## config.mk

```make
export PLATFORM = sky130hd
export DESIGN_NAME = noise_gate_envelope_top
export DESIGN_NICKNAME = d
export VERILOG_FILES = /design/src/rtl/ngenv_pkg.sv /design/src/rtl/noise_gate_envelope_top.sv /design/src/rtl/ngenv_cfg.sv /design/src/rtl/ngenv_mul.sv /design/src/rtl/ngenv_seq.sv
export SDC_FILE = /design/constraint.sdc
export NUM_CORES = 1
export LEC_CHECK = 0
export BUFFER_PORTS_ARGS = -buffer_cell sky130_fd_sc_hd__buf_2
export CORE_AREA = 2 2 244 246
export CTS_CLUSTER_SIZE = 14
export DETAILED_ROUTE_END_ITERATION = 12
export DIE_AREA = 0 0 246 248
export MAX_ROUTING_LAYER = met4
export PLACE_DENSITY = 0.55
export SYNTH_ARGS = -nofsm -noshare
export SYNTH_HDL_FRONTEND = slang
export SYNTH_SLANG_ARGS = --single-unit
```

## constraint.sdc

```tcl
create_clock -name clk -period 9.4 [get_ports clk]
set_input_delay 1.41 -clock clk [delete_from_list [all_inputs] [get_ports clk]]
set_output_delay 1.41 -clock clk [all_outputs]
set_load 0.02 [all_outputs]
```

## src/rtl/ngenv_pkg.sv

```systemverilog
// Package: shared types, register indexes and reset values for the noise gate envelope.
`default_nettype none

package ngenv_pkg;

	// Configuration register indexes
	localparam logic [1:0] REG_THRESHOLD = 2'd0;
	localparam logic [1:0] REG_HOLD_TIME = 2'd1;
	localparam logic [1:0] REG_ATTACK    = 2'd2;
	localparam logic [1:0] REG_RELEASE   = 2'd3;

	localparam int CFG_IDX_BITS  = 2;
	localparam int CFG_DATA_BITS = 20;
	localparam int LEVEL_BITS    = 16;
	localparam int HOLD_BITS     = 20;
	localparam int COEF_BITS     = 16;

	// Register reset values
	localparam logic [15:0] THRESHOLD_RST = 16'd0;
	localparam logic [19:0] HOLD_TIME_RST = 20'd0;
	localparam logic [15:0] ATTACK_RST    = 16'd6554;
	localparam logic [15:0] RELEASE_RST   = 16'd64881;

	// Register file contents handed to the sequencer
	typedef struct packed {
		logic signed [LEVEL_BITS-1:0] gate_thr;
		logic [HOLD_BITS-1:0]         hold_time;
		logic [COEF_BITS-1:0]         attack_coef;
		logic [COEF_BITS-1:0]         release_coef;
	} cfg_t;

endpackage

`default_nettype wire

```

## src/rtl/noise_gate_envelope_top.sv

```systemverilog
// Top level of the noise gate envelope (attack, hold, release).
//
// One audio sample and its level reading in, one gated sample and the gain
// out. Every gain update and every sample scaling runs on a single shared
// multiplier with a registered product, stepped by a small sequencer. When
// the gain does not change, an item uses no multiplier pass; each gain phase
// that scales the gain (attack, release, or both) makes two multiplier
// passes (gain update, then sample scaling). The block is ready again in
// the cycle the result appears. The block accepts no item while one is in
// work, but takes the next item while a result still waits in the output
// register; that item then stalls before its result until the waiting one is
// taken. Configuration writes are taken at any time and must only be issued
// while the block is idle.
`default_nettype none

module noise_gate_envelope_top
	import ngenv_pkg::*;
#(
	parameter int SAMPLE_BITS    = 16,
	parameter int GAIN_FRAC_BITS = 16
) (
	input  wire logic                           clk,
	input  wire logic                           arst_n,
	input  wire logic                           cfg_valid,
	output logic                                cfg_ready,
	input  wire logic [CFG_IDX_BITS-1:0]        cfg_index,
	input  wire logic [CFG_DATA_BITS-1:0]       cfg_data,
	input  wire logic                           in_valid,
	output logic                                in_ready,
	input  wire logic signed [SAMPLE_BITS-1:0]  sample_in,
	input  wire logic signed [LEVEL_BITS-1:0]   level_db,
	output logic                                out_valid,
	input  wire logic                           out_ready,
	output logic signed [SAMPLE_BITS-1:0]       sample_out,
	output logic [GAIN_FRAC_BITS+1:0]           gain_now
);

	localparam int GB     = GAIN_FRAC_BITS + 2;
	localparam int A_BITS = ((SAMPLE_BITS > GB) ? SAMPLE_BITS : GB) + 1;
	localparam int B_BITS = ((GB > COEF_BITS + 1) ? GB : COEF_BITS + 1) + 1;

	cfg_t                            cfg;
	logic signed [A_BITS-1:0]        mul_a;
	logic signed [B_BITS-1:0]        mul_b;
	logic signed [A_BITS+B_BITS-1:0] mul_p;

	// Register file
	ngenv_cfg u_cfg (
		.clk       (clk),
		.arst_n    (arst_n),
		.cfg_valid (cfg_valid),
		.cfg_ready (cfg_ready),
		.cfg_index (cfg_index),
		.cfg_data  (cfg_data),
		.cfg       (cfg)
	);

	// Shared multiplier
	ngenv_mul #(
		.A_BITS (A_BITS),
		.B_BITS (B_BITS)
	) u_mul (
		.clk   (clk),
		.mul_a (mul_a),
		.mul_b (mul_b),
		.mul_p (mul_p)
	);

	// Sequencer
	ngenv_seq #(
		.SAMPLE_BITS    (SAMPLE_BITS),
		.GAIN_FRAC_BITS (GAIN_FRAC_BITS),
		.A_BITS         (A_BITS),
		.B_BITS         (B_BITS)
	) u_seq (
		.clk        (clk),
		.arst_n     (arst_n),
		.cfg        (cfg),
		.in_valid   (in_valid),
		.in_ready   (in_ready),
		.sample_in  (sample_in),
		.level_db   (level_db),
		.out_valid  (out_valid),
		.out_ready  (out_ready),
		.sample_out (sample_out),
		.gain_now   (gain_now),
		.mul_a      (mul_a),
		.mul_b      (mul_b),
		.mul_p      (mul_p)
	);

endmodule

`default_nettype wire

```

## src/rtl/ngenv_cfg.sv

```systemverilog
// Configuration register file for the noise gate envelope.
`default_nettype none

module ngenv_cfg
	import ngenv_pkg::*;
(
	input  wire logic                     clk,
	input  wire logic                     arst_n,
	input  wire logic                     cfg_valid,
	output logic                          cfg_ready,
	input  wire logic [CFG_IDX_BITS-1:0]  cfg_index,
	input  wire logic [CFG_DATA_BITS-1:0] cfg_data,
	output cfg_t                          cfg
);

	cfg_t cfg_q;

	assign cfg_ready = 1'b1;
	assign cfg       = cfg_q;

	// Register writes, upper data bits dropped per register width
	always_ff @(posedge clk or negedge arst_n) begin
		if (!arst_n) begin
			cfg_q.gate_thr     <= THRESHOLD_RST;
			cfg_q.hold_time    <= HOLD_TIME_RST;
			cfg_q.attack_coef  <= ATTACK_RST;
			cfg_q.release_coef <= RELEASE_RST;
		end else if (cfg_valid) begin
			case (cfg_index)
				REG_THRESHOLD: cfg_q.gate_thr     <= cfg_data[LEVEL_BITS-1:0];
				REG_HOLD_TIME: cfg_q.hold_time    <= cfg_data[HOLD_BITS-1:0];
				REG_ATTACK:    cfg_q.attack_coef  <= cfg_data[COEF_BITS-1:0];
				REG_RELEASE:   cfg_q.release_coef <= cfg_data[COEF_BITS-1:0];
				default: ;
			endcase
		end
	end

endmodule

`default_nettype wire

```

## src/rtl/ngenv_mul.sv

```systemverilog
// Shared signed multiplier with a registered product.
`default_nettype none

module ngenv_mul #(
	parameter int A_BITS = 19,
	parameter int B_BITS = 19
) (
	input  wire logic                            clk,
	input  wire logic signed [A_BITS-1:0]        mul_a,
	input  wire logic signed [B_BITS-1:0]        mul_b,
	output logic signed [A_BITS+B_BITS-1:0]      mul_p
);

	logic signed [A_BITS+B_BITS-1:0] prod_q;

	// One product per cycle, result available the next cycle
	always_ff @(posedge clk) begin
		prod_q <= mul_a * mul_b;
	end

	assign mul_p = prod_q;

endmodule

`default_nettype wire

```

## src/rtl/ngenv_seq.sv

```systemverilog
// Sequencer: gate state, step rules and output register around the shared multiplier.
`default_nettype none

module ngenv_seq
	import ngenv_pkg::*;
#(
	parameter int SAMPLE_BITS    = 16,
	parameter int GAIN_FRAC_BITS = 16,
	parameter int A_BITS         = 19,
	parameter int B_BITS         = 19
) (
	input  wire logic                            clk,
	input  wire logic                            arst_n,
	input  wire cfg_t                            cfg,
	input  wire logic                            in_valid,
	output logic                                 in_ready,
	input  wire logic signed [SAMPLE_BITS-1:0]   sample_in,
	input  wire logic signed [LEVEL_BITS-1:0]    level_db,
	output logic                                 out_valid,
	input  wire logic                            out_ready,
	output logic signed [SAMPLE_BITS-1:0]        sample_out,
	output logic [GAIN_FRAC_BITS+1:0]            gain_now,
	output logic signed [A_BITS-1:0]             mul_a,
	output logic signed [B_BITS-1:0]             mul_b,
	input  wire logic signed [A_BITS+B_BITS-1:0] mul_p
);

	localparam int GB = GAIN_FRAC_BITS + 2;
	localparam int SB = SAMPLE_BITS;
	localparam int PW = A_BITS + B_BITS;
	localparam int RW = PW - GAIN_FRAC_BITS;
	localparam logic [GB-1:0] GAIN_SEED =
		GB'(((64'd1 << GAIN_FRAC_BITS) + 64'd50) / 64'd100);

	// Sequencer states
	localparam logic [3:0] ST_IDLE  = 4'd0;
	localparam logic [3:0] ST_ATK   = 4'd1;
	localparam logic [3:0] ST_ATK_G = 4'd2;
	localparam logic [3:0] ST_ATK_S = 4'd3;
	localparam logic [3:0] ST_ATK_W = 4'd4;
	localparam logic [3:0] ST_HOLD  = 4'd5;
	localparam logic [3:0] ST_REL   = 4'd6;
	localparam logic [3:0] ST_REL_G = 4'd7;
	localparam logic [3:0] ST_REL_S = 4'd8;
	localparam logic [3:0] ST_REL_W = 4'd9;
	localparam logic [3:0] ST_FIN   = 4'd10;

	logic [3:0]              state_q;
	logic [GB-1:0]           gain_q;
	logic                    atk_q;
	logic                    hold_q;
	logic                    rel_q;
	logic [HOLD_BITS-1:0]    cnt_q;
	logic signed [SB-1:0]    last_q;
	logic signed [SB-1:0]    sample_q;
	logic                    out_valid_q;
	logic signed [SB-1:0]    sample_out_q;
	logic [GB-1:0]           gain_now_q;

	logic                    accept;
	logic                    gain_ge_one;
	logic                    gain_lt_one;
	logic signed [RW-1:0]    shr;
	logic signed [SB-1:0]    sat;
	logic [GB-1:0]           prod_gain;
	logic                    hold_f;
	logic                    rel_f;
	logic [HOLD_BITS-1:0]    cnt_f;
	logic                    cnt_run;

	assign in_ready   = (state_q == ST_IDLE);
	assign accept     = in_valid && in_ready;
	assign out_valid  = out_valid_q;
	assign sample_out = sample_out_q;
	assign gain_now   = gain_now_q;

	assign gain_ge_one = |gain_q[GB-1:GAIN_FRAC_BITS];
	assign gain_lt_one = !gain_ge_one;

	// Product scaled back to gain format (coefficients carry 16 fraction bits)
	assign prod_gain = mul_p[GB+COEF_BITS-1:COEF_BITS];

	// Sample times gain: floor shift, then saturate to sample width
	assign shr = mul_p[PW-1:GAIN_FRAC_BITS];
	always_comb begin
		if ((&shr[RW-1:SB-1]) || !(|shr[RW-1:SB-1])) begin
			sat = shr[SB-1:0];
		end else if (shr[RW-1]) begin
			sat = {1'b1, {(SB-1){1'b0}}};
		end else begin
			sat = {1'b0, {(SB-1){1'b1}}};
		end
	end

	// Hold phase rules: unity reached, pass-through count, release entry
	always_comb begin
		hold_f  = hold_q || gain_ge_one;
		cnt_run = hold_f && (cnt_q < cfg.hold_time);
		cnt_f   = cnt_run ? cnt_q + 1'b1 : cnt_q;
		rel_f   = rel_q;
		if (cnt_f == cfg.hold_time) begin
			hold_f = 1'b0;
			rel_f  = 1'b1;
		end
	end

	// Multiplier operand selection
	always_comb begin
		case (state_q)
			ST_ATK: begin
				mul_a = $signed({{(A_BITS-GB){1'b0}}, gain_q});
				mul_b = $signed({{(B_BITS-COEF_BITS-1){1'b0}}, 1'b1, cfg.attack_coef});
			end
			ST_ATK_S, ST_REL_S: begin
				mul_a = $signed({{(A_BITS-SB){sample_q[SB-1]}}, sample_q});
				mul_b = $signed({{(B_BITS-GB){1'b0}}, gain_q});
			end
			default: begin
				mul_a = $signed({{(A_BITS-GB){1'b0}}, gain_q});
				mul_b = $signed({{(B_BITS-COEF_BITS){1'b0}}, cfg.release_coef});
			end
		endcase
	end

	// Sample capture
	always_ff @(posedge clk) begin
		if (accept) begin
			sample_q <= sample_in;
		end
	end

	// Sequencer and gate state
	always_ff @(posedge clk or negedge arst_n) begin
		if (!arst_n) begin
			state_q     <= ST_IDLE;
			gain_q      <= '0;
			atk_q       <= 1'b0;
			hold_q      <= 1'b0;
			rel_q       <= 1'b0;
			cnt_q       <= '0;
			last_q      <= '0;
			out_valid_q <= 1'b0;
		end else begin
			if (out_valid_q && out_ready && (state_q != ST_FIN)) begin
				out_valid_q <= 1'b0;
			end
			case (state_q)
				ST_IDLE: begin
					if (accept) begin
						// Level over threshold opens the gate
						if ((level_db > cfg.gate_thr) && !atk_q) begin
							cnt_q <= '0;
							rel_q <= 1'b0;
							atk_q <= 1'b1;
							if (gain_q == '0) begin
								gain_q <= GAIN_SEED;
							end
						end
						state_q <= ST_ATK;
					end
				end
				ST_ATK: begin
					state_q <= (atk_q && gain_lt_one) ? ST_ATK_G : ST_HOLD;
				end
				ST_ATK_G: begin
					gain_q  <= prod_gain;
					state_q <= ST_ATK_S;
				end
				ST_ATK_S: begin
					state_q <= ST_ATK_W;
				end
				ST_ATK_W: begin
					last_q  <= sat;
					state_q <= ST_HOLD;
				end
				ST_HOLD: begin
					if (gain_ge_one) begin
						atk_q <= 1'b0;
					end
					if (cnt_run) begin
						last_q <= sample_q;
					end
					hold_q  <= hold_f;
					rel_q   <= rel_f;
					cnt_q   <= cnt_f;
					state_q <= ST_REL;
				end
				ST_REL: begin
					state_q <= (rel_q && (gain_q != '0)) ? ST_REL_G : ST_FIN;
				end
				ST_REL_G: begin
					gain_q  <= prod_gain;
					state_q <= ST_REL_S;
				end
				ST_REL_S: begin
					state_q <= ST_REL_W;
				end
				ST_REL_W: begin
					last_q  <= sat;
					state_q <= ST_FIN;
				end
				ST_FIN: begin
					// Load the output register once the previous item is gone
					if (!out_valid_q || out_ready) begin
						out_valid_q <= 1'b1;
						state_q     <= ST_IDLE;
					end
				end
				default: begin
					state_q <= ST_IDLE;
				end
			endcase
		end
	end

	// Output payload
	always_ff @(posedge clk) begin
		if ((state_q == ST_FIN) && (!out_valid_q || out_ready)) begin
			sample_out_q <= last_q;
			gain_now_q   <= gain_q;
		end
	end

endmodule

`default_nettype wire
```

==> results of run 1 <==
[flip-flops by register name (all words and copies together) (netlist names)]
name and flops:
u_seq.cnt_q 20, u_seq.out_valid 1, u_seq.gain_now 18, u_seq.atk_q 1
u_seq.hold_q 1, u_seq.state_q 4, u_seq.sample_out 16, u_seq.rel_q 1
u_seq.last_q 16, u_cfg.cfg 68, u_seq.gain_q 18, u_seq.sample_q 16
u_mul.mul_p 22
[cell usage in the layout (no fill, tap or decap), types with 7 or more instances in the layout]
cell type,n
inv_1,491
fa_1,348
nand2_1,236
nor2_1,208
ha_1,133
dfrtp_1,112
buf_2,93
a21oi_1,84
o21ai_0,77
mux2_2,69
edfxtp_1,50
buf_4,44
xnor2_1,39
and3_1,26
clkbuf_16,26
dfxtp_1,22
mux2i_1,20
nand3_1,19
a21o_1,18
dfstp_2,18
nand4_1,15
and2_1,14
nand2b_1,14
nor2b_1,13
a22o_1,13
xor2_1,11
nor4_1,11
a22oi_1,10
nor3_1,10
o31ai_1,8
a211oi_1,8
nand3b_1,7
o22a_1,7
clkbuf_1,7
[layer usage]
layer  routed length, um  vias up  track usage, %
met5                   0        -               -
met4                2078        0           6.471
met3                4825      108           3.655
met2               30930      618           36.49
met1               28620     8282           30.92
li1                    -     7327               -
[worst max-delay path, stage by stage, from the launching register on]
cell,delay [ns]
dfrtp_1,0.56
or3b_4,0.51
a21oi_4,0.48
and2_1,0.72
nand2b_1,0.34
fa_1,0.72
fa_1,0.49
fa_1,0.68
inv_1,0.25
fa_1,0.51
fa_1,0.55
inv_1,0.05
fa_1,0.48
inv_1,0.04
ha_1,0.31
a21o_1,0.17
a21oi_1,0.13
nor2b_1,0.07
or2_2,0.31
or3_1,0.32
a211oi_1,0.29
o31ai_1,0.15
a21oi_1,0.19
xnor2_1,0.13
[kinds of logic (layout without fill, tap and decap cells)]
family,Yosys count,after routing,share of synthesized area [%]
mux,90,90,4.524
flops,202,202,23.79
buf+inv,571,677,9.807
xor+xnor,50,50,1.997
simple gates,599,599,12.16
fa+ha+maj,482,482,39.40
other cells,1,1,0.01710
compound gates,282,282,8.306
[worst min path at each step]
stage	start	end
floorplan	u_seq.gain_q[16]	u_seq.gain_now[16]
global placement	u_seq.last_q[0]	u_seq.sample_out[0]
detailed placement	u_seq.last_q[13]	u_seq.sample_out[13]
CTS	u_seq.last_q[0]	u_seq.sample_out[0]
global route	u_seq.last_q[14]	u_seq.sample_out[14]
finish	u_seq.last_q[12]	u_seq.sample_out[12]
[stage by stage]
step / utilization, % / instances / setup slack, ns / hold WS [ns] / area [um^2]
after global placement: 40.09 / 3108 / 1.134 / 0.4371 / 23440
after CTS: 41.60 / 3156 / 0.9731 / 0.4555 / 24320
after detailed placement: 40.09 / 3108 / 0.9886 / 0.4423 / 23440
final: 41.60 / 3156 / 0.8951 / 0.4546 / 24320
after global routing: 41.60 / 3156 / 0.4761 / 0.4605 / 24320
after floorplan: - / 2277 / 1.828 / 0.4231 / 21930
[final cells by class]
class | count | area [um^2]
Clock buffer | 35 | 704.4
Clock inverter | 13 | 177.7
Fill cell | 5693 | 34140
Inverter | 491 | 1843
Multi-Input combinational cell | 1504 | 14600
Sequential cell | 202 | 5218
Tap cell | 773 | 967.2
Timing Repair Buffer | 138 | 807.0
==> run metrics, run 1 <==
status=finished clean; Placer Congestion=0.9460; post-synthesis cell type count=78; Net Count, Synth=2817; setup TNS=0 ns; Worst Setup Path Type=reg2reg; EDFF count, synth=50; proportion of layout cells with a drive suffix above 1=12.00%; routed length per placed instance=between 20 and 25 um; fin nets=approximately 2900; Synth async-reset ratio=64.36%; dominant synthesized flop cell=dfrtp_1; CORE AREA=58460 um^2; Residual DRC=0; Fin. Hold Viols=0; Vias per Instance=5.176; YS warnings=0; Max FO, Critical Path=18; die height=248 um; Congestion Overflow GR=0; # diodes=0; clock buffer depth=3; Fin Clk Skew=0.01775 ns; clk_lat worst skew=0.56 ns; Synth Cell Area=21930 um^2; R2R Path Start=u_seq.state_q[1]; area delta synth->final=10.88%; violation count after the first detailed-route iteration=1200; Final HPWL DP=52780 um; CTS buffer count=26; syn_area_per_cell=9.632 um^2; final WL=66450 um; Final Max Slew Viols=0; CTS Root Cell=clkbuf_16; CTS-repair resized insts=0; WP data required=9.89 ns; Worst-path clk slew=0.06 ns; CP arrival=8.99 ns; Tot GR Track Use=between 20% and 30%; CTS sink count=around 200; Slew @ Worst Pin=roughly 1.3 ns; Synth area leaders=fa_1 32%, dfrtp_1 13%, inv_1 8.4%, ha_1 7.6%, edfxtp_1 6.8%; Highest Clock Rate=between 100 and 150 MHz; Commonest cells post-synth=491 x inv_1, 348 x fa_1, 236 x nand2_1; cell taking the most area after synthesis=fa_1; Worst Hold Class=reg2reg; largest net degree at the start of global routing=83; Critical Path Source=u_seq.state_q[1]; die area=around 61000 um^2; Worst Hold Depth=0; final cycle utilization of the critical path=90.48%; FF-to-FF path depth=23; unrepaired setup endpoints after global routing=no; post-CTS setup buffer count=0; CP startpoint kind=flip-flop; Die X=246 um; vias=16340; r2r setup slk=0.90 ns; CP Capture Type=flip-flop; CTS H-tree depth=1; fin crit period=approximately 8.5 ns; crit path to=u_mul.mul_p[35]; count of state elements after synthesis=202; initial antenna violation count=2; IO Pins=96; drt first pass iters=6; TritonCTS clock tree=done; RR Endpoint=u_mul.mul_p[35]; vias in the first global route=16990; max-slew headroom at the worst pin=15.95%; max cap viols=0; hold_buf cts=0; Synth Instances=2277; port bufs=94; first-pass GRT wire length=103000 um; area fraction of the dominant cell type after synthesis=a little under a third; post-synthesis sequential area ratio=23.79%; cell row count=89; count leader, synth=inv_1; Routed Antenna Nets=0; final setup fails=0; starting density of the core=37.52%
Power of run 1 is not shown: default switching activity piles up to over one toggle a cycle in this logic, so the estimate is an artifact.
==> run 2, diff against run 1 <==
--- a/config.mk
+++ b/config.mk
@@ -5,7 +5,7 @@
 export SDC_FILE = /design/constraint.sdc
 export NUM_CORES = 1
 export LEC_CHECK = 0
-export BUFFER_PORTS_ARGS = -buffer_cell sky130_fd_sc_hd__buf_2
+export BUFFER_PORTS_ARGS = -buffer_cell sky130_fd_sc_hd__buf_4
 export CORE_AREA = 2 2 244 246
 export CTS_CLUSTER_SIZE = 14
 export DETAILED_ROUTE_END_ITERATION = 12
==> run 2 against run 1 <==
Net effect: sequential cell count unchanged; worst setup slack worse by 0.24 ns; core utilization is 0.28 points higher; non-clock buffer count is 1 higher; first-iteration DRC count down 2.8%; via count decreased by 0.31%; worst hold slack got worse by 0.0041 ns; die area did not move.
==> run metrics, run 2 (synthesis results as in run 1) <==
Tot GR Track Use=between 20% and 30%; unrepaired setup endpoints after global routing=no; first-pass GRT wire length=102400 um; CP startpoint kind=flip-flop; Max FO, Critical Path=32; Vias per Instance=approximately 5.2; die area=61010 um^2; clk_lat worst skew=0.55 ns; CTS buffer count=23; starting density of the core=37.52%; port bufs=94; drt first pass iters=7; Residual DRC=0; routed length per placed instance=20.90 um; CTS H-tree depth=1; Inst Count DP=3109; largest net degree at the start of global routing=75; fin nets=2901; Fin Clk Skew=0.01440 ns; CP Capture Type=flip-flop; footprint of the multi-input gates=14610 um^2; Congestion Overflow GR=0; met2 WL=30790 um; Worst Hold Class=reg2reg; proportion of layout cells with a drive suffix above 1=12.15%; fin crit period=8.743 ns; Final Max Slew Viols=0; final cycle utilization of the critical path=93.01%; commonest cells after routing, fill and taps aside=491 x inv_1, 348 x fa_1, 236 x nand2_1; die height=248 um; Worst Setup Path Type=reg2reg; Final HPWL DP=53460 um; final setup fails=0; top layer in use=met4; Fin. Hold Viols=0; hold_buf cts=0; Die X=246 um; max cap viols=0; CORE AREA=just under 60000 um^2; wire length on met1=~28000 um; Placer Congestion=0.9727; post-route insts no fill=3153; Routed Antenna Nets=0; DR WL met3=5026 um; final WL=65910 um; IO Pins=96; CTS sink count=202; vias in the first global route=17170; clock buffer depth=3; vias=16290; max FFs per register=68; Fill cells=just under 6000; Worst-path clk slew=0.07 ns; cell row count=89; WP data required=9.85 ns; TritonCTS clock tree=done; initial antenna violation count=1; CTS-repair resized insts=0; FF/Latch Area=5218 um^2; commonest non-fill, non-tap cell in the layout=inv_1; area delta synth->final=11.64%; post-CTS setup buffer count=0; Slew @ Worst Pin=1.135 ns; CP arrival=9.20 ns; Hold WS=0.4505 ns; Highest Clock Rate=114.4 MHz; setup TNS=0 ns; violation count after the first detailed-route iteration=1166; max-slew headroom at the worst pin=22.17%; CTS Root Cell=clkbuf_16; status=finished clean
run 2: changes by cell type in the layout (fill, tap and decap cells not counted), moves of 2 or more:
cell,previous run,this run
buf_4,44,137
diode_2,0,2
clkbuf_16,26,23
buf_2,93,0
inv_6,1,3
clkinv_2,0,3
clkbuf_1,7,1
run 2: final cells by class:
type                            instances  area share (%)
Multi-Input combinational cell       1504           59.65
Antenna cell                            2         0.02044
Sequential cell                       202           21.31
Inverter                              491           7.527
Clock buffer                           27           2.535
Tap cell                              773           3.950
Timing Repair Buffer                  139           4.328
Clock inverter                         15          0.6796
run 2: worst paths after layout:
check | start | to | slack [ns] | cells past startpoint
max in group asynchronous | arst_n | u_seq.cnt_q[18] | 7.19 | 2
setup reg to reg | u_seq.state_q[3] | u_mul.mul_p[31] | 0.66 | 26
hold reg to reg | u_seq.last_q[7] | u_seq.sample_out[7] | 0.45 | 0
min in group asynchronous | arst_n | u_seq.cnt_q[6] | 0.82 | 1
hold / removal | u_seq.last_q[7] | u_seq.sample_out[7] | 0.45 | 0
setup / recovery | u_seq.state_q[3] | u_mul.mul_p[31] | 0.66 | 26
run 2: metal layers:
| metal | track usage (%) | up-vias |
|---|---|---|
| li1 | - | 7316 |
| met1 | 28.97 | 8314 |
| met2 | 36.20 | 533 |
| met3 | 5.125 | 122 |
| met4 | 8.075 | 0 |
| met5 | - | - |
run 2: metrics by stage:
stage          util [%]  worst slack, ns  area [um^2]
2_1_floorplan         -            1.828        21930
3_3_place_gp      40.53           0.8811        23690
3_5_place_dp      40.53           0.7110        23690
4_1_cts           41.87           0.7023        24480
5_1_grt           41.88           0.2067        24480
6_report          41.88           0.6573        24480
run 2: critical path, cell delays in order, from the launching register on:
cell	delay [ns]
dfrtp_1	0.74
or3b_4	0.49
a21oi_4	0.46
buf_12	0.27
mux2i_1	0.95
nor2_1	0.15
fa_1	0.58
inv_1	0.06
fa_1	0.58
inv_1	0.07
fa_1	0.39
fa_1	0.48
fa_1	0.49
inv_1	0.05
fa_1	0.47
inv_1	0.04
ha_1	0.35
a21oi_1	0.11
o21ai_0	0.15
a21oi_1	0.14
o21ai_0	0.16
o21ai_0	0.16
a311oi_1	0.53
a41oi_1	0.23
nor2b_1	0.21
o21ai_1	0.10
a221oi_2	0.23
Power of run 2 is left out for the same reason.
